<file path="src/rtl/bpdc_pkg.sv">
package bpdc_pkg;

    localparam int MAX_PERIODS      = 1024;
    localparam int RESULT_FRAC_BITS = 24;

    // opcodes
    localparam logic [1:0] OP_PRICE     = 2'd0;
    localparam logic [1:0] OP_MACAULAY  = 2'd1;
    localparam logic [1:0] OP_MODIFIED  = 2'd2;
    localparam logic [1:0] OP_CONVEXITY = 2'd3;

    // result status
    localparam logic [1:0] STAT_OK      = 2'd0;
    localparam logic [1:0] STAT_INVALID = 2'd1;
    localparam logic [1:0] STAT_NONPOS  = 2'd2;
    localparam logic [1:0] STAT_SAT     = 2'd3;

    localparam logic [63:0] ONE_Q56 = 64'h0100_0000_0000_0000;
    localparam logic [63:0] ONE_Q48 = 64'h0001_0000_0000_0000;
    localparam logic [63:0] POS_MAX = 64'h7FFF_FFFF_FFFF_FFFF;
    localparam logic [63:0] NEG_MIN = 64'h8000_0000_0000_0000;

    // divider iteration counts
    localparam logic [7:0] DIV_IT_INT   = 8'd64;
    localparam logic [7:0] DIV_IT_RECIP = 8'd113;
    localparam logic [7:0] DIV_IT_RATIO = 8'(128 + RESULT_FRAC_BITS);
    localparam logic [7:0] DIV_IT_YIELD = 8'd120;

    localparam int PRICE_SH = 76 - RESULT_FRAC_BITS;

    typedef enum logic [4:0] {
        S_IDLE,
        S_YPM,
        S_DINV,
        S_LMUL_D,
        S_LMUL_T,
        S_LMUL_TT,
        S_CMUL,
        S_CDIV,
        S_FD,
        S_SC0,
        S_PRICE,
        S_SC1,
        S_FN,
        S_NUM,
        S_Q,
        S_QY1,
        S_QY2,
        S_QF,
        S_OUT
    } seq_state_t;

    typedef struct packed {
        logic         start;
        logic [1:0]   last_i;
        logic         last_j;
        logic [127:0] a;
        logic [63:0]  b;
        logic [191:0] acc_init;
    } mul_req_t;

    typedef struct packed {
        logic         start;
        logic [7:0]   iters;
        logic [127:0] num;
        logic [127:0] den;
    } div_req_t;

    typedef struct packed {
        logic busy;
        logic done;
    } unit_stat_t;

endpackage

</file>
<file path="src/rtl/bpdc_mulacc.sv">
module bpdc_mulacc (
    input  logic                  clk,
    input  logic                  rst_n,
    input  bpdc_pkg::mul_req_t    req,
    output bpdc_pkg::unit_stat_t  stat,
    output logic [191:0]          acc
);

    logic [127:0] a_reg;
    logic [63:0]  b_reg;
    logic [1:0]   last_i_reg;
    logic         last_j_reg;
    logic [1:0]   i_reg;
    logic         j_reg;
    logic [191:0] acc_reg;
    logic [63:0]  prod_reg;
    logic [2:0]   pshift_reg;
    logic         pv_reg;
    logic         run_reg;
    logic         done_reg;

    logic [31:0]  a_word;
    logic [31:0]  b_word;
    logic [191:0] addend;

    assign a_word = a_reg[{i_reg, 5'b0} +: 32];
    assign b_word = b_reg[{j_reg, 5'b0} +: 32];
    assign addend = {128'b0, prod_reg} << {pshift_reg, 5'b0};

    always_ff @(posedge clk or negedge rst_n)
    begin
        if (!rst_n)
        begin
            run_reg  <= 1'b0;
            pv_reg   <= 1'b0;
            done_reg <= 1'b0;
            i_reg    <= 2'd0;
            j_reg    <= 1'b0;
        end
        else
        begin
            done_reg <= 1'b0;
            if (req.start)
            begin
                run_reg <= 1'b1;
                pv_reg  <= 1'b0;
                i_reg   <= 2'd0;
                j_reg   <= 1'b0;
            end
            else if (run_reg)
            begin
                pv_reg <= 1'b1;
                if (j_reg == last_j_reg)
                begin
                    j_reg <= 1'b0;
                    if (i_reg == last_i_reg)
                        run_reg <= 1'b0;
                    else
                        i_reg <= i_reg + 2'd1;
                end
                else
                begin
                    j_reg <= j_reg + 1'b1;
                end
            end
            else if (pv_reg)
            begin
                // last partial product folded in this cycle
                pv_reg   <= 1'b0;
                done_reg <= 1'b1;
            end
        end
    end

    always_ff @(posedge clk)
    begin
        if (req.start)
        begin
            a_reg      <= req.a;
            b_reg      <= req.b;
            last_i_reg <= req.last_i;
            last_j_reg <= req.last_j;
            acc_reg    <= req.acc_init;
        end
        else
        begin
            if (pv_reg)
                acc_reg <= acc_reg + addend;
            if (run_reg)
            begin
                prod_reg   <= a_word * b_word;
                pshift_reg <= {1'b0, i_reg} + {2'b0, j_reg};
            end
        end
    end

    assign stat.busy = run_reg | pv_reg;
    assign stat.done = done_reg;
    assign acc       = acc_reg;

endmodule

</file>
<file path="config.mk">
export PLATFORM = sky130hd
export DESIGN_NAME = bpdc_mulacc
export DESIGN_NICKNAME = d
export VERILOG_FILES = /design/src/rtl/bpdc_pkg.sv /design/src/rtl/bpdc_mulacc.sv
export SDC_FILE = /design/constraint.sdc
export NUM_CORES = 2
export LEC_CHECK = 0
export ABC_CLOCK_PERIOD_IN_PS = 13210
export BUFFER_PORTS_ARGS = -buffer_cell sky130_fd_sc_hd__buf_2
export CAP_MARGIN = 15
export CELL_PAD_IN_SITES_DETAIL_PLACEMENT = 1
export CELL_PAD_IN_SITES_GLOBAL_PLACEMENT = 1
export CORE_MARGIN = 1
export CORE_UTILIZATION = 48
export DETAILED_ROUTE_END_ITERATION = 8
export GPL_TIMING_DRIVEN = 0
export PLACE_DENSITY = 0.85
export SLEW_MARGIN = 5
export SYNTH_ARGS = -nofsm -noshare
export SYNTH_HDL_FRONTEND = slang
export SYNTH_SLANG_ARGS = --single-unit
</file>
<file path="constraint.sdc">
create_clock -name clk -period 13.21 [get_ports clk]
set_clock_uncertainty 0.15 [all_clocks]
set_input_delay 1.321 -clock clk [delete_from_list [all_inputs] [get_ports clk]]
set_output_delay 1.321 -clock clk [all_outputs]
set_load 0.02 [all_outputs]
</file>
# [Word-level counts from Yosys, hierarchy flattened]
# Cells that the tools add are included.
[word_totals] in_bits=390 register_bits=460 elab_cells=48
[op_classes] n_reduce_logical=5 mul=1 n_mux=18 addsub=4 n_shift=3 eq_ne=3 bitwise_logic=2
[ops] op="192-bit two-way mux" n=2
[ops] op="192-bit adder" n=1
[ops] op="64-bit by 8-bit << shifter with 192-bit output" n=1
[ops] op="128-bit by 8-bit variable part select with 32-bit output" n=1
[ops] op="32-bit by 32-bit multiplier with 64-bit output" n=1
[ops] op="64-bit by 7-bit variable part select with 32-bit output" n=1
[ops] op="1-bit two-way mux" n=12
[ops] op="2-bit two-way mux" n=4
[ops] op="2-bit nonzero test" n=3
[ops] op="2-bit by 1-bit adder with 3-bit output" n=1
[ops] op="3-bit AND reduction" n=1
[ops] op="2-bit by 1-bit adder with 2-bit output (second input constant)" n=1
[ops] op="2-bit == test" n=1
[ops] op="2-bit != test (second input constant)" n=1
[ops] op="2-bit AND reduction" n=1
[ops] op="1-bit adder (second input constant)" n=1
[ops] op="1-bit == test" n=1
[ops] op="1-bit NOT" n=1
[ops] op="1-bit OR" n=1

# [Logic depth before layout (Yosys ltp)]
[depth] depth_word=5 depth_mapped=38

# [Least setup slack after synthesis]
# OpenSTA, ideal clock, no wires.
[synth_path] path_kind="reg2reg" start="register i_reg[0]" end="register prod_reg[61] (data pin)" stages_incl_launch_ff=35 synth_period_minus_slack_ns=9.796 slack_ns=3.414 n_path_buf=3 setup_time_ns=0.259 arrival_time_ns=9.387 cell_sequence="dfrtp_1 -> buf_1 -> clkbuf_1 -> mux2i_1 -> nand2_1 -> o21ai_1 -> clkbuf_1 -> nor2_1 -> fa_1 -> fa_1 -> fa_1 -> inv_1 -> fa_1 -> inv_1 -> fa_1 -> inv_1 -> fa_1 -> inv_1 -> fa_1 -> fa_1 -> ha_1 -> a211o_1 -> a21oi_1 -> o21ai_1 -> a31oi_2 -> o221ai_2 -> a311o_1 -> o311a_1 -> a311o_1 -> o22ai_2 -> o21ai_1 -> a21o_1 -> a311o_1 -> a31oi_1 -> xnor2_1"
[synth_via] elab_chain_len=2
[synth_rtl] element="from (decl)" line="bpdc_mulacc.sv:13" source="logic [1:0] i_reg;"
[synth_rtl] element="from (signal assigned)" line="bpdc_mulacc.sv:59" source="i_reg <= i_reg + 2'd1;"
[synth_rtl] element="128-bit by 8-bit variable part select with 32-bit output" line="bpdc_mulacc.sv:26" source="assign a_word = a_reg[{i_reg, 5'b0} +: 32];"
[synth_rtl] element="32-bit by 32-bit multiplier with 64-bit output" line="bpdc_mulacc.sv:91" source="prod_reg <= a_word * b_word;"
[synth_rtl] element="to (signal assigned)" line="bpdc_mulacc.sv:91"
[synth_rtl] element="to (decl)" line="bpdc_mulacc.sv:16" source="logic [63:0] prod_reg;"
# No other way between the ends.
# A chain may end at the register's enable or synchronous reset.

# [Worst setup path in the final report]
[layout_path] start="register j_reg" end="register prod_reg[61] (data pin)"
[layout_via] elab_chain_len=2
[layout_rtl] element="from (decl)" line="bpdc_mulacc.sv:14" source="logic j_reg;"
[layout_rtl] element="from (signal assigned)" line="bpdc_mulacc.sv:63" source="j_reg <= j_reg + 1'b1;"
[layout_rtl] element="64-bit by 7-bit variable part select with 32-bit output" line="bpdc_mulacc.sv:27" source="assign b_word = b_reg[{j_reg, 5'b0} +: 32];"
[layout_rtl] element="32-bit by 32-bit multiplier with 64-bit output" line="bpdc_mulacc.sv:91"
# No other way between the ends.

==> impl_results.md <==
- CTS buffer count: 52
- H-tree Lvls: 2
- Initial antenna violation count: 12
- Async set-or-reset flop fraction in the synthesized netlist: 0.0130
- Core Rows: roughly 130
- FF+latch count, synth: 460
- Post-synthesis cell type count: between 70 and 80
- Max Fclk: between 70 and 80 MHz
- Later-pin clock latency in the skew report: ~0.73 ns
- Number of vias per cell: roughly 6.1
- DRT Pass-1 Iters: 6
- CP Capture Type: flip-flop
- Avg Inst Size Synth: between 8 and 9 µm²
- First-pass GRT wire length: ~420000 µm
- FF-to-FF Start: j_reg
- Antenna Nets Post-Route: 0
- R2R Setup Slk: between 0.1 and 0.15 ns
- Commonest non-fill, non-tap cells in the layout: inv_1 (925), nor2_1 (923), nand2_1 (914)
- Fillers: 15600
- Slew Limit Fails: 0
- Final Critical Period: approximately 13 ns
- Syn Nets: ~9000
- Vias in the first global route: 62900
- Largest register FFs: roughly 190
- Post-synth top area share: 0.282
- Hpwl dp: between 200000 and 250000 µm
- Sequential fraction of the synthesis area: 0.217
- All-layer global routing usage: 0.435
- Vias: roughly 60000
- Crit path DAT: between 10 and 15 ns
- Cts-stage hold buffer count: 0
- Run status: finished clean
- Die Wd: ~370 µm
- CTS tree: built
- Largest net degree at the start of global routing: 130
- Final hold vios: 0
- PortBufs: just under 600
- Worst reg2reg endpoint: prod_reg[61]
- Prevailing post-synth register cell: edfxtp_1
- CTS sink count: 460
- Die area: about 130000 µm²
- P&R area growth vs syn: 11.8%
- Final Net Count: between 9000 and 10000
- Startpoint Class: flip-flop
- Max-Cap Viols: 0
- Worst Path Buf+Inv: 6
- Inst Count DP: about 9500
- Grt total ovfl: 0
- RSZ-0062 raised after global routing: no
- Starting Density: 0.484
- Die Height: 366 µm
- Core area: about 130000 µm²
- Hold Slack: 0.323 ns
- Drt total wl: slightly below 300000 µm
- Rel. slew slack: 0.0911
- CP max FO: 10
- Worst r2r path cells: 32
- Largest stage delay on the critical path: 0.92 ns
- Final worst-path cycle share: 0.990
- Hold Path Class: input port to async pin
- Synthesized area: about 64000 µm²
- Violation count after the first detailed-routing iteration: 5929
- Synth area leaders: fa_1 (28%), edfxtp_1 (21%), ha_1 (9.0%), inv_1 (5.5%), nor2_1 (5.4%)
- Yosys Warn Count: 0
- DR WL/cell: ~30 µm
- Final setup fails: 0
- Final Util: 0.541
- Clock Pin Slew Worst Setup and Hold Paths: approximately 0.070 ns
- Layout cell share with drive strength beyond 1: 0.107
- Number of top-level pins: 584
- Crit path max-delay family: adder cells
- Cell repeated most along the worst path: fa_1
- Gpl congestion: approximately 1.1
- Post-synth EDFFs: 454
- Worst-Margin Slew: about 1.4 ns
- CP max stage cell: clkdlybuf4s15_1
- Yosys top cell by area: fa_1
- Post-Layout Cell Count: around 9600
- DRC errors left: 0
- Mapped Cells: slightly above 7000
- Final TNS setup: 0 ns
- CTS max path bufs: 3
- Required time of the critical path: approximately 13 ns
- Setup CP Type: flip-flop to flip-flop
- Most common cell after layout, fill and taps aside: inv_1
- CTS root buf: clkbuf_16
-- worst max path at each step --
stage	from	end	slack [ns]	depth (start not counted)
after detailed placement	i_reg[1]	prod_reg[61]	0.23	31
final	j_reg	prod_reg[61]	0.13	32
after global routing	j_reg	prod_reg[61]	0.03	32
after CTS	i_reg[0]	prod_reg[61]	0.09	33
after floorplan	i_reg[0]	prod_reg[61]	3.41	34
after global placement	i_reg[0]	prod_reg[61]	-0.29	33
-- cell usage after synthesis (11+ instances only) --
cell,instances
nor2_1,923
xor2_1,107
a22oi_1,32
mux2i_1,94
o31ai_1,21
ha_1,457
and2_1,49
nand3_1,33
buf_1,15
a221o_1,11
clkbuf_1,367
o21ai_0,409
nand4_1,121
fa_1,897
and4_1,11
or2_2,18
o21ai_1,34
or3_1,14
o21a_1,73
and3_1,16
xnor2_1,146
inv_1,925
nand2b_1,38
o21bai_1,58
a21boi_0,16
mux2_2,65
a22o_1,33
a211oi_1,12
nor3_1,39
a21o_1,135
nand2_1,914
a21oi_1,372
a31oi_1,28
nor2b_1,31
edfxtp_1,454
-- through the flow --
stage | worst slack, ns | cell area [µm²]
after global placement | -0.292 | 68800
after floorplan | 3.41 | 63600
final | 0.132 | 71200
after detailed placement | 0.230 | 69300
after global routing | 0.0263 | 71100
after CTS | 0.0924 | 71000
-- worst reg2reg max path, delay by kind of cell (launching register included) --
family,cells,cell delay (ns)
DFF,1,0.59
xor gates and xnor gates,1,0.33
and+or+nand+nor,1,0.16
muxes,1,0.73
buffers and inverters,6,2.55
AOI/OAI and AO/OA,14,3.54
adders and majority gates,9,4.68
-- what timing repair did --
action | 4_1_cts | 5_1_grt
endpoints found under the setup margin | 0 | 5
gates resized for setup | 0 | 32
buffers inserted | 0 | 0
-- metal layers --
metal  share of wire  wire (µm)  global-route usage
met1            0.35     103000               0.500
met2            0.45     131000               0.684
met3            0.10      30300               0.114
met4            0.10      30000               0.361
met5         0.00025         73                   0
-- layout make-up --
| cell class | instances | area, µm² | share of cell area |
|---|---|---|---|
| antenna | 10 | 25.0 | 0.000352 |
| multi-input combinational | 5314 | 45000 | 0.633 |
| clock buffer | 58 | 1330 | 0.0187 |
| inverter | 925 | 3470 | 0.0488 |
| sequential | 460 | 13800 | 0.194 |
| tap | 1755 | 2200 | 0.0309 |
| timing repair buffer | 623 | 3450 | 0.0485 |
| clock inverter | 39 | 397 | 0.00557 |
| buffer | 383 | 1490 | 0.0209 |
-- cell families after synthesis --
| kind of cell | Yosys count | share of synthesized area |
|---|---|---|
| XOR/XNOR | 253 | 0.0348 |
| flip-flops | 460 | 0.217 |
| multiplexers | 159 | 0.0263 |
| AO/OA/AOI/OAI | 1315 | 0.126 |
| buffers and inverters | 1312 | 0.0776 |
| AND/OR/NAND/NOR | 2233 | 0.147 |
| adder cells (fa/ha/maj) | 1354 | 0.372 |
Power is not shown: default switching activity piles up to over one toggle a cycle in this logic, so the estimate is an artifact.
