`src/rtl/bpdc_pkg.sv`:
```
package bpdc_pkg;

    localparam int MAX_PERIODS      = 1024;
    localparam int RESULT_FRAC_BITS = 24;

    // opcodes
    localparam logic [1:0] OP_PRICE     = 2'd0;
    localparam logic [1:0] OP_MACAULAY  = 2'd1;
    localparam logic [1:0] OP_MODIFIED  = 2'd2;
    localparam logic [1:0] OP_CONVEXITY = 2'd3;

    // result status
    localparam logic [1:0] STAT_OK      = 2'd0;
    localparam logic [1:0] STAT_INVALID = 2'd1;
    localparam logic [1:0] STAT_NONPOS  = 2'd2;
    localparam logic [1:0] STAT_SAT     = 2'd3;

    localparam logic [63:0] ONE_Q56 = 64'h0100_0000_0000_0000;
    localparam logic [63:0] ONE_Q48 = 64'h0001_0000_0000_0000;
    localparam logic [63:0] POS_MAX = 64'h7FFF_FFFF_FFFF_FFFF;
    localparam logic [63:0] NEG_MIN = 64'h8000_0000_0000_0000;

    // divider iteration counts
    localparam logic [7:0] DIV_IT_INT   = 8'd64;
    localparam logic [7:0] DIV_IT_RECIP = 8'd113;
    localparam logic [7:0] DIV_IT_RATIO = 8'(128 + RESULT_FRAC_BITS);
    localparam logic [7:0] DIV_IT_YIELD = 8'd120;

    localparam int PRICE_SH = 76 - RESULT_FRAC_BITS;

    typedef enum logic [4:0] {
        S_IDLE,
        S_YPM,
        S_DINV,
        S_LMUL_D,
        S_LMUL_T,
        S_LMUL_TT,
        S_CMUL,
        S_CDIV,
        S_FD,
        S_SC0,
        S_PRICE,
        S_SC1,
        S_FN,
        S_NUM,
        S_Q,
        S_QY1,
        S_QY2,
        S_QF,
        S_OUT
    } seq_state_t;

    typedef struct packed {
        logic         start;
        logic [1:0]   last_i;
        logic         last_j;
        logic [127:0] a;
        logic [63:0]  b;
        logic [191:0] acc_init;
    } mul_req_t;

    typedef struct packed {
        logic         start;
        logic [7:0]   iters;
        logic [127:0] num;
        logic [127:0] den;
    } div_req_t;

    typedef struct packed {
        logic busy;
        logic done;
    } unit_stat_t;

endpackage

```
`src/rtl/bpdc_div.sv`:
```
module bpdc_div (
    input  logic                  clk,
    input  logic                  rst_n,
    input  bpdc_pkg::div_req_t    req,
    output bpdc_pkg::unit_stat_t  stat,
    output logic [63:0]           q,
    output logic                  ovf
);

    logic [127:0] num_reg;
    logic [127:0] rem_reg;
    logic [127:0] den_reg;
    logic [63:0]  q_reg;
    logic         ovf_reg;
    logic [7:0]   cnt_reg;
    logic         run_reg;
    logic         done_reg;

    logic [127:0] shifted;
    logic [127:0] diff;
    logic         qb;

    assign shifted = {rem_reg[126:0], num_reg[127]};
    assign diff    = shifted - den_reg;
    // a set top bit means the shifted remainder exceeds any 128-bit divisor
    assign qb      = rem_reg[127] | (shifted >= den_reg);

    always_ff @(posedge clk or negedge rst_n)
    begin
        if (!rst_n)
        begin
            run_reg  <= 1'b0;
            done_reg <= 1'b0;
            cnt_reg  <= 8'd0;
        end
        else
        begin
            done_reg <= 1'b0;
            if (req.start)
            begin
                run_reg <= 1'b1;
                cnt_reg <= req.iters;
            end
            else if (run_reg)
            begin
                cnt_reg <= cnt_reg - 8'd1;
                if (cnt_reg == 8'd1)
                begin
                    run_reg  <= 1'b0;
                    done_reg <= 1'b1;
                end
            end
        end
    end

    always_ff @(posedge clk)
    begin
        if (req.start)
        begin
            num_reg <= req.num;
            den_reg <= req.den;
            rem_reg <= 128'd0;
            q_reg   <= 64'd0;
            ovf_reg <= 1'b0;
        end
        else if (run_reg)
        begin
            num_reg <= {num_reg[126:0], 1'b0};
            rem_reg <= qb ? diff : shifted;
            q_reg   <= {q_reg[62:0], qb};
            if (q_reg[63])
                ovf_reg <= 1'b1;
        end
    end

    assign stat.busy = run_reg;
    assign stat.done = done_reg;
    assign q         = q_reg;
    assign ovf       = ovf_reg;

endmodule

```
`config.mk`:
```
export PLATFORM = sky130hd
export DESIGN_NAME = bpdc_div
export DESIGN_NICKNAME = d
export VERILOG_FILES = /design/src/rtl/bpdc_pkg.sv /design/src/rtl/bpdc_div.sv
export SDC_FILE = /design/constraint.sdc
export NUM_CORES = 1
export LEC_CHECK = 0
export ABC_CLOCK_PERIOD_IN_PS = 5200
export BUFFER_PORTS_ARGS = -buffer_cell sky130_fd_sc_hd__buf_2
export CAP_MARGIN = 20
export CELL_PAD_IN_SITES_DETAIL_PLACEMENT = 0
export CELL_PAD_IN_SITES_GLOBAL_PLACEMENT = 1
export CORE_ASPECT_RATIO = 1.5
export CORE_UTILIZATION = 46
export CTS_CLUSTER_SIZE = 14
export DETAILED_ROUTE_END_ITERATION = 7
export PLACE_DENSITY_LB_ADDON = 0.1
export SLEW_MARGIN = 25
export SYNTH_ARGS = -nofsm -noshare
export SYNTH_HDL_FRONTEND = slang
export SYNTH_SLANG_ARGS = --single-unit
```
`constraint.sdc`:
```
create_clock -name clk -period 5.2 [get_ports clk]
set_input_delay 0 -clock clk [delete_from_list [all_inputs] [get_ports clk]]
set_output_delay 0 -clock clk [all_outputs]
set_load 0.02 [all_outputs]
```
# [Yosys cells after proc, flatten, opt, wreduce, memory -nomap -nowiden]
# Cells that the tools add are included.
[op_classes] bitwise_logic=1 n_reduce_logical=2 n_mux=11 n_eq_ne=1 order_cmp=1 add_sub_neg=2
[ops] operator="2-to-1 mux 128 bit" n=3
[ops] operator=">= comparator 128 bit" n=1
[ops] operator="subtractor 128 bit" n=1
[ops] operator="2-to-1 mux 8 bit" n=2
[ops] operator="equality test 8 x 1 -> 1 bit (second input constant)" n=1
[ops] operator="subtractor 8 x 1 -> 8 bit (second input constant)" n=1
[ops] operator="2-to-1 mux 1 bit" n=6
[ops] operator="AND reduction 2 bit" n=1
[ops] operator="nonzero test 2 bit" n=1
[ops] operator="OR 1 bit" n=1
[word_totals] word_cells=26 out_inout_bits=67 inputBits=267 ff_bits=459

# [Longest topological paths before layout]
# Gate-level depths: netlist of the first run.
[depth] word_depth=4 mapped_depth=18 ltp_nobuf=15

# [Worst setup path after synthesis of the first run]
# No wires, ideal clock.
[synth_path] kind="register to register" from="register run_reg" to="register num_reg[0], enable pin" arrival_ns=3.416 stages_incl_launch_ff=5 path_slack_ns=1.304 setup_time_ns=0.480 required_ns=4.720 path_cell_list="dfrtp_1 clkbuf_1 nor2_1 clkbuf_1 inv_1"
[synth_between] elab_chain_len=1
[synth_rtl] item="start, declared" line_no="bpdc_div.sv:16" source="logic run_reg;"
[synth_rtl] item="start signal, assigned" line_no="bpdc_div.sv:32" source="run_reg <= 1'b0;"
[synth_rtl] item="start signal, assigned" line_no="bpdc_div.sv:41" source="run_reg <= 1'b1;"
[synth_rtl] item="start signal, assigned" line_no="bpdc_div.sv:49" source="run_reg <= 1'b0;"
[synth_rtl] item="nonzero test 2 bit (no line)"
[synth_rtl] item="end signal, assigned" line_no="bpdc_div.sv:60" source="num_reg <= req.num;"
[synth_rtl] item="end signal, assigned" line_no="bpdc_div.sv:68" source="num_reg <= {num_reg[126:0], 1'b0};"
[synth_rtl] item="end, declared" line_no="bpdc_div.sv:10" source="logic [127:0] num_reg;"
# Every way passes these cells.
# A chain may end at the register's enable or synchronous reset.

# [Worst setup path in the final report of the first run]
[layout_path] from="register rem_reg[92]" to="register rem_reg[74]"
[layout_between] elab_chain_len=3
[layout_rtl] item="start, declared" line_no="bpdc_div.sv:11" source="logic [127:0] rem_reg;"
[layout_rtl] item="start signal, assigned" line_no="bpdc_div.sv:69" source="rem_reg <= qb ? diff : shifted;"
[layout_rtl] item=">= comparator 128 bit" line_no="bpdc_div.sv:26" source="assign qb = rem_reg[127] | (shifted >= den_reg);"
[layout_rtl] item="OR 1 bit" line_no="bpdc_div.sv:26"
[layout_rtl] item="2-to-1 mux 128 bit" line_no="bpdc_div.sv:69"
# Every way passes these cells.

==> results of run 1 <==
==> path summary, 6_finish.rpt <==
kind	slack, ns	to	start	cells past startpoint
setup / recovery	0.83	rem_reg[74]	rem_reg[92]	13
hold / removal	0.10	den_reg[52]	req[52]	2
setup reg to reg	0.83	rem_reg[74]	rem_reg[92]	13
hold reg to reg	0.46	ovf	ovf	2
max in group asynchronous	4.40	run_reg	rst_n	3
min in group asynchronous	0.42	cnt_reg[0]	rst_n	3
==> power breakdown <==
group	internal [W]	switching, W	total [W]	leakage, nW
clock	0.00198	0.00154	0.00352	0.770
combinational	0.00301	0.00485	0.00786	9.25
sequential	0.00455	0.000476	0.00502	4.29
==> synth_stat cells, types with 4 or more instances <==
master     number
o21ai_0       155
o31ai_1         7
ha_1          130
xor2_1         37
clkbuf_1      106
o22ai_1         6
a21oi_2         4
o21bai_1       46
nor2_1        318
o211ai_1       17
buf_2          42
a21o_1         55
a211oi_1       76
inv_1         187
nand4_1        69
and3_1          5
a21boi_0        7
buf_4           6
xnor2_1        76
nor2b_1        17
and2_1          6
nor4_1         17
o21a_1         28
nand2_1       198
edfxtp_1      256
or2_2           7
o2111ai_1       4
nor3_1         38
dfxtp_1       193
a31oi_1        20
o21ai_1        26
nand3b_1        9
buf_1          16
mux2i_1        84
a21boi_1        4
dfrtp_1        10
a221o_1         5
nand2b_1       15
mux2_2        130
or3_1          11
nand3_1        31
a22oi_1        24
a21oi_1       289
==> timing repair <==
action / CTS / global route
gates resized for setup: 0 / 0
hold endpoints to repair: 343 / 0
hold buffers: 278 / 0
==> cell type report <==
class	instances	area (µm²)
sequential	459	11800
clock buffer	62	1290
clock inverter	26	294
multi-input combinational	2044	13600
timing repair buffer	629	4660
fill	5033	23900
inverter	187	704
tap	763	955
==> worst max-delay path: stages (launching register included) <==
cell and delay, ns:
dfxtp_1 0.36, ha_1 0.42, a21o_1 0.21, a21o_1 0.17, a21oi_1 0.35, a21boi_1 0.32
o211ai_1 0.13, a31oi_1 0.26, o21ai_1 0.17, a41oi_4 0.25, buf_4 0.51, buf_12 0.45
o21ai_1 0.15, a2111oi_0 0.46
==> metal layers <==
| metal | vias to the layer above | GRT usage, % | wire [µm] |
|---|---|---|---|
| li1 | 11400 | - | - |
| met1 | 11000 | 29.3 | 30900 |
| met2 | 589 | 50.1 | 41900 |
| met3 | 169 | 3.07 | 3010 |
| met4 | 2 | 11.0 | 3250 |
| met5 | - | 0 | 13 |
==> cell families after synthesis <==
group	count (synthesis)	synth area share, %
compound gates	823	19.1
xor+xnor	113	3.70
fa+ha+maj	131	6.15
buf+inv	358	5.31
flops	459	44.1
mux	216	8.70
simple gates	761	12.9
==> stage by stage <==
step                      total power (W)  setup WS [ns]  instances
final                              0.0164          0.834       4170
after global routing               0.0175          0.501       4170
after CTS                          0.0164          0.790       4170
after detailed placement           0.0126          0.890       3804
after global placement             0.0126           1.00       3804
after floorplan                    0.0106           1.30       2861
==> results by group, run 1 <==
Outcome
  • Status: finished, final reports clean

Drt
  • DR vias: 23,200
  • DRT Pass-1 Iters: 8
  • Via density per instance: 5.55
  • Drt wl/cell: 19.0 µm
  • Post-DRT Antenna Nets: 0
  • DRC Markers: 0
  • Routed WL: 79,100 µm
  • Drt first-iter violations: 1,193

Placement
  • Final GP Congestion: 0.938
  • Placed Area: 28,900 µm²
  • Port bufs: 333
  • HPWL Detailed: 56,700 µm

Floorplan
  • Die H: 297 µm
  • Chip width: 199 µm
  • Die ar.: 59,200 µm²
  • IO Count: 334
  • Initial Utilization: 46.8%
  • Core Box Area: 57,200 µm²
  • Rows: 107

Timing
  • Tmin final: 4.37 ns
  • Fin Setup TNS: 0 ns
  • Final worst-path cycle share: 84.0%
  • RSZ-0062 raised after global routing: no
  • Highest clock rate: 229 MHz
  • Final hold vios: 0
  • Slew Limit Headroom: 37.4%
  • Worst-margin pin slew: 0.930 ns
  • Max-slew violation count: 0
  • Clock Skew: 0.0195 ns
  • Worst hold margin: 0.105 ns
  • Endpoints failing setup: 0

Synth
  • Commonest register cell after synthesis: edfxtp_1
  • #FFs+latches synth: 459
  • Synth Cell Area: 26,800 µm²
  • Post-Syn Area per Cell: 9.35 µm²
  • Count of different cell masters after synthesis: 88
  • Number of synthesized flops with an enable pin: 256
  • Syn_nets: 3,259
  • Post-synth ARST share: 2.18%
  • Cells after Synth: 2,861
  • Synth top area share: 28.7%
  • Largest area contributor in the netlist: edfxtp_1
  • Synth area leaders: edfxtp_1 (29%), dfxtp_1 (14%), ha_1 (6.1%)
  • Yosys warns: 0
  • Seq/Total Area, Yosys: 44.1%

Global route
  • Largest net degree at the start of global routing: 140
  • GRT overflow: 0
  • First-pass GRT wire length: 125,000 µm
  • Via count of the first global-routing pass: 23,700
  • Antenna violations before repair: 1
  • Total track usage: 26.5%

Clock network
  • Clock tree buffer depth: 3
  • Post-CTS setup buffers: 0
  • Clock sinks: 459
  • CTS H-Tree Depth: 2
  • Clk pin slew, worst setup/hold paths: 0.07 ns
  • Worst-Skew Late Latency: 0.61 ns
  • CTS Root Cell: clkbuf_16
  • CTS tree: done
  • CTS buffer count: 47

Worst setup path
  • CP Class: register to register
  • Worst-path fanout max: 118
  • WP data required: 5.67 ns
  • Worst setup SP type: register
  • Worst Path Arrival: 4.83 ns
  • Worst setup EP type: register

Flow run
  • MaxCap Viol Count: 0

Layout
  • Post-layout net count: 3,766
  • Most common cell after layout, fill and taps aside: buf_2
  • # diodes: 0
  • Share of cells above drive strength 1: 17.3%
  • Synth-to-layout area growth: 24.4%
  • Most frequent cells in the layout: buf_2 (332), nor2_1 (317), a21oi_1 (289)
  • Design area: 33,300 µm²
  • Post-layout util: 58.2%

Worst hold path
  • Min-delay worst type: primary input to register

Power and ir drop
  • LEAKAGE: 14.3 nW
  • Power Density: 493 nW/µm²
  • Maximum vdd drop: 0.000401 V
Note: power is estimated with default switching activity, not from simulation.
==> run 2, diff against run 1 <==
--- a/config.mk
+++ b/config.mk
@@ -5,13 +5,13 @@
 export SDC_FILE = /design/constraint.sdc
 export NUM_CORES = 1
 export LEC_CHECK = 0
-export ABC_CLOCK_PERIOD_IN_PS = 5200
+export ABC_CLOCK_PERIOD_IN_PS = 3500
 export BUFFER_PORTS_ARGS = -buffer_cell sky130_fd_sc_hd__buf_2
 export CAP_MARGIN = 20
 export CELL_PAD_IN_SITES_DETAIL_PLACEMENT = 0
 export CELL_PAD_IN_SITES_GLOBAL_PLACEMENT = 1
 export CORE_ASPECT_RATIO = 1.5
-export CORE_UTILIZATION = 46
+export CORE_UTILIZATION = 41
 export CTS_CLUSTER_SIZE = 14
 export DETAILED_ROUTE_END_ITERATION = 7
 export PLACE_DENSITY_LB_ADDON = 0.1
==> constraint.sdc (replaced) <==
create_clock -name clk -period 3.5 [get_ports clk]
set_input_delay 0 -clock clk [delete_from_list [all_inputs] [get_ports clk]]
set_output_delay 0 -clock clk [all_outputs]
set_load 0.02 [all_outputs]
==> results by group, run 2 (same netlist as run 1, synthesis figures left out) <==
Outcome
  • Status: finished, final reports clean

Clock network
  • CTS buffer count: 48
  • Clock tree buffer depth: 3
  • Worst-Skew Late Latency: 0.63 ns
  • CTS Root Cell: clkbuf_16
  • CTS H-Tree Depth: 2
  • Clk pin slew, worst setup/hold paths: 0.06 ns
  • CTS tree: done
  • Clock sinks: 459

Timing
  • Highest clock rate: 288 MHz
  • Endpoints failing setup: 0
  • Tmin final: 3.47 ns
  • Final worst-path cycle share: 99.2%
  • Slew Limit Headroom: 41.9%
  • Worst-margin pin slew: 0.871 ns
  • Max-slew violation count: 0
  • Setup ws final: 0.0279 ns
  • Final hold vios: 0
  • Worst hold margin: 0.0715 ns
  • Clock Skew: 0.0370 ns
  • RSZ-0062 raised after global routing: yes

Drt
  • Via density per instance: 5.31
  • Met3 WL post-DR: 2860 µm
  • Drt first-iter violations: 1,166
  • DRT met1 WL: 34,100 µm
  • DRC Markers: 0
  • DRT Pass-1 Iters: 6
  • Drt wl/cell: 19.2 µm
  • Met2 WL: 48,000 µm
  • DR vias: 24,700
  • Post-DRT Antenna Nets: 0
  • Highest metal used: met4
  • Routed WL: 89,200 µm

Power and ir drop
  • LEAKAGE: 16.6 nW
  • Maximum vdd drop: 0.000448 V
  • Power Density: 795 nW/µm²

Worst setup path
  • Family with the most delay on the worst path: compound AO/OA/AOI/OAI gates
  • Slowest CP cell: edfxtp_1
  • WP data required: 4.01 ns
  • CP bufs+invs: 4
  • CP cell instances: ha_4, fa_2, nor2b_4, o21bai_4, a21oi_4, buf_6, a21oi_4, o31ai_4, buf_4, a21oi_4, o21ai_2, buf_6, a31oi_4, o21ai_2, buf_6, mux2i_4, nor3_2, a221o_1
  • Worst-path fanout max: 3
  • Worst Path Arrival: 3.98 ns
  • Worst setup EP type: register
  • CP Class: register to register
  • Worst setup SP type: register
  • CP max stage delay: 0.42 ns

Floorplan
  • Initial Utilization: 41.5%
  • Die ar.: 66,300 µm²
  • Core Box Area: 64,500 µm²
  • Die H: 315 µm
  • Rows: 114
  • Chip width: 211 µm
  • IO Count: 334

Layout
  • Most frequent cells in the layout: buf_4 (350), buf_2 (332), nor2_1 (301)
  • Post-layout net count: 4,144
  • Synth-to-layout area growth: 42.4%
  • Most common cell after layout, fill and taps aside: buf_4
  • Post-layout util: 59.1%
  • Share of cells above drive strength 1: 31.4%

Flow run
  • MaxCap Viol Count: 0

Placement
  • Pre-CTS setup slack: -0.387 ns
  • HPWL Detailed: 63,400 µm
  • Port bufs: 333
  • Final GP Congestion: 0.939

Global route
  • Largest net degree at the start of global routing: 129
  • First-pass GRT wire length: 136,000 µm
  • Via count of the first global-routing pass: 25,600
  • Total track usage: 25.8%
  • GRT overflow: 0
  • Antenna violations before repair: 1

Worst hold path
  • Min-delay worst type: primary input to register
==> run 2: cell types whose count changed in the layout (fill, tap and decap cells not counted), moves of 12 or more <==
cell      delta
a21oi_1     -47
o21ai_2     +13
a211oi_2    +13
nor3_1      -12
nor2_1      -16
buf_6       +24
a211oi_1    -14
buf_4      +338
ha_1        -34
o21ai_0     -25
a21oi_2     +38
nor2_2      +14
ha_4        +25
==> run 2: layer usage <==
metal	global-route usage (%)	vias to the layer above
li1	-	12100
met1	28.1	11800
met2	49.2	598
met3	2.98	204
met4	12.4	0
met5	0	-
==> run 2: final cells by class <==
type	count	area, µm²
multi-input cells	2044	14900
clock inverters	24	313
repair buffers	1006	7920
flip-flops and latches	459	11800
inverters	187	706
clock buffers	66	1360
fillers	5667	26400
well taps	870	1090
diodes	1	2.50
==> run 2: path summary, 6_finish.rpt <==
check	cells past startpoint	slack (ns)	end	from
min in group asynchronous	3	0.43	cnt_reg[0]	rst_n
min	2	0.07	den_reg[11]	req[11]
max reg2reg	18	0.03	rem_reg[124]	den_reg[0]
max	18	0.03	rem_reg[124]	den_reg[0]
max in group asynchronous	3	2.70	run_reg	rst_n
min reg2reg	2	0.47	ovf	ovf
==> run 2: what timing repair did <==
item                                   in CTS  in global routing
setup endpoints to repair                 127                129
endpoints found under the hold margin     275                  0
hold buffers                              267                  0
gates resized for setup                   100                229
pin swaps                                  48                 98
gates cloned                                1                 11
buffers inserted                           26                 28
==> run 2: worst reg2reg max path: cells and delay by family, from the launching register on <==
| family | cells | cell delay [ns] |
|---|---|---|
| AOI/OAI and AO/OA | 9 | 1.34 |
| adders and majority gates | 2 | 0.56 |
| buffers and inverters | 4 | 0.59 |
| DFF | 1 | 0.42 |
| muxes | 1 | 0.22 |
| and+or+nand+nor | 2 | 0.22 |
==> run 2: per-stage QoR <==
stage          area (µm²)  TNS [ns]  power, W  std cells
6_report            38100         0    0.0303       4657
3_3_place_gp        31600    -17.92    0.0213       4235
3_5_place_dp        31600    -25.56    0.0214       4235
4_1_cts             36600    -0.108    0.0282       4618
5_1_grt             38100     -3.61    0.0322       4657
2_1_floorplan       26800         0    0.0158       2861
==> run 2: power breakdown <==
part           internal, W  switching (W)
Sequential         0.00676       0.000736
Combinational      0.00825        0.00910
Clock              0.00313        0.00235
Total               0.0181         0.0122
==> run 3, diff against run 2 <==
--- a/config.mk
+++ b/config.mk
@@ -15,6 +15,7 @@
 export CTS_CLUSTER_SIZE = 14
 export DETAILED_ROUTE_END_ITERATION = 7
 export PLACE_DENSITY_LB_ADDON = 0.1
+export RECOVER_POWER = 50
 export SLEW_MARGIN = 25
 export SYNTH_ARGS = -nofsm -noshare
 export SYNTH_HDL_FRONTEND = slang
==> results by group, run 3 (same netlist as run 1, synthesis figures left out) <==
Worst hold path
  • Min-delay src: req[11]
  • Min-delay worst type: primary input to register
  • Worst hold path depth: 2
  • Worst Hold Endpoint: den_reg[11]

Placement
  • HPWL Detailed: 63,400 µm
  • Final GP Congestion: 0.939
  • Placed Area: 31,600 µm²
  • Port bufs: 333

Global route
  • Total track usage: 25.8%
  • Via count of the first global-routing pass: 25,600
  • Largest net degree at the start of global routing: 129
  • First-pass GRT wire length: 136,000 µm
  • GRT overflow: 0
  • Antenna violations before repair: 1

Layout
  • Design area: 38,000 µm²
  • Share of cells above drive strength 1: 29.3%
  • Post-layout util: 58.9%
  • Most common cell after layout, fill and taps aside: buf_4
  • Synth-to-layout area growth: 42.0%
  • Most frequent cells in the layout: buf_4 (350), nor2_1 (301), dlygate4sd3_1 (267)
  • Post-layout net count: 4,144

Power and ir drop
  • Power Density: 798 nW/µm²
  • Comb pwr share: 57.2%
  • Sw Share: 40.2%
  • Maximum vdd drop: 0.000449 V
  • LEAKAGE: 16.3 nW
  • Sequential share of power: 24.7%
  • Power share of the clock group: 18.1%
  • P_sw: 0.0122 W
  • Internal power component: 0.0181 W

Drt
  • Post-DRT Antenna Nets: 0
  • DRT Pass-1 Iters: 6
  • Via density per instance: 5.32
  • Routed WL: 89,300 µm
  • DRC Markers: 0
  • Drt first-iter violations: 1,190
  • Drt wl/cell: 19.2 µm
  • DR vias: 24,800

Worst setup path
  • Worst setup SP type: register
  • Worst setup EP type: register
  • Slowest CP cell: edfxtp_1
  • CP cell instances: inv_2, ha_4, buf_4, buf_4, and4_1, a21o_1, a211oi_2, o2111ai_2, a22oi_2, o21ai_2, a41oi_4, buf_12, buf_12, buf_4, buf_8, nand2_1, o311a_1, o32ai_2
  • R2R Setup Slk: 0.03 ns
  • WP data required: 4.03 ns
  • CP max stage delay: 0.37 ns
  • Worst-path fanout max: 7
  • R2R depth: 18
  • CP bufs+invs: 7
  • RR Endpoint: rem_reg[115]
  • Worst Path Arrival: 4.00 ns
  • CP Class: register to register
  • Family with the most delay on the worst path: compound AO/OA/AOI/OAI gates
  • CP dominant cell by count: buf_4
  • R2R Path Start: den_reg[63]

Floorplan
  • Core Box Area: 64,500 µm²
  • Die H: 315 µm
  • Rows: 114
  • Chip width: 211 µm
  • Die ar.: 66,300 µm²
  • IO Count: 334
  • Initial Utilization: 41.5%

Clock network
  • CTS Root Cell: clkbuf_16
  • CTS tree: done
  • CTS buffer count: 48
  • CTS H-Tree Depth: 2
  • Worst-Skew Late Latency: 0.63 ns
  • Clk pin slew, worst setup/hold paths: 0.06 ns
  • Clock tree buffer depth: 3
  • Clock sinks: 459

Timing
  • Final hold vios: 0
  • Clock Skew: 0.0352 ns
  • Slew Limit Headroom: -35.1%
  • Endpoints failing setup: 0
  • Tmin final: 3.47 ns
  • Fin Setup TNS: 0 ns
  • Highest clock rate: 288 MHz
  • RSZ-0062 raised after global routing: yes
  • Final worst-path cycle share: 99.1%
  • Worst-margin pin slew: 2.03 ns
  • Max-slew violation count: 86

Outcome
  • Status: complete, but fails checks
  • Failing checks: capacitance limit, slew limit

Flow run
  • MaxCap Viol Count: 1
## run 3: cell types whose count changed in the layout (fill, tap and decap cells not counted)
| cell | change |
|---|---|
| buf_1 | +1 |
| buf_12 | -1 |
| buf_2 | -77 |
| clkbuf_1 | +76 |
| clkbuf_2 | +1 |
| mux2_1 | +2 |
| mux2_2 | -2 |
## run 3: worst max-delay path by stage
stage	start	endpoint	slack [ns]	cells past startpoint
final	den_reg[63]	rem_reg[115]	0.03	18
after global routing	den_reg[27]	rem_reg[95]	-0.15	18
after CTS	num_reg[127]	rem_reg[122]	-0.03	18
after detailed placement	den_reg[63]	rem_reg[119]	-0.39	14
after global placement	den_reg[63]	rem_reg[119]	-0.37	14
after floorplan	run_reg	num_reg[0]	0.08	4
## run 3: power by group through the flow
stage                     logic [W]  clock network (W)  registers [W]
after floorplan             0.00847                  0        0.00734
after global placement       0.0139                  0        0.00748
after detailed placement     0.0139                  0        0.00748
after CTS                    0.0152            0.00563        0.00742
after global routing         0.0187            0.00583        0.00761
final                        0.0173            0.00548        0.00749
## run 3: timing repair
action | 4_1_cts | 5_1_grt
resized for setup | 100 | 229
cloned | 1 | 11
endpoints found under the hold margin | 275 | 0
setup endpoints to repair | 127 | 129
buffers inserted | 26 | 28
pin swaps | 48 | 98
hold buffers | 267 | 0
## run 3: cell type report
| class | instances | area, µm² |
|---|---|---|
| Inverter | 187 | 706 |
| Timing Repair Buffer | 1006 | 7800 |
| Sequential cell | 459 | 11800 |
| Multi-Input combinational cell | 2044 | 14900 |
| Antenna cell | 1 | 2.50 |
| Clock buffer | 66 | 1360 |
| Fill cell | 5709 | 26500 |
| Clock inverter | 24 | 313 |
| Tap cell | 870 | 1090 |
## run 3: per-stage QoR
stage                     hold WS, ns  total power, W  setup slack (ns)  instances
after floorplan                -0.296          0.0158            0.0792       2861
after global placement         -0.130          0.0213            -0.369       4235
after detailed placement       -0.128          0.0214            -0.387       4235
after CTS                      0.0381          0.0282           -0.0313       4618
after global routing           0.0495          0.0322            -0.146       4657
final                          0.0689          0.0303            0.0316       4657
## run 3: metal layers
layer	global-route usage [%]	share of wire (%)	vias to the layer above
met2	49.2	54	635
li1	-	-	12100
met1	28.1	38	11800
met4	12.4	5.0	0
met3	2.98	3.3	218
met5	0	0	-
## run 3: worst reg2reg max path, delay by kind of cell (launching register included)
| kind | cells | cell delay, ns |
|---|---|---|
| simple gates | 2 | 0.23 |
| fa+ha+maj | 1 | 0.22 |
| compound gates | 8 | 1.70 |
| buf+inv | 7 | 0.86 |
| flops | 1 | 0.37 |
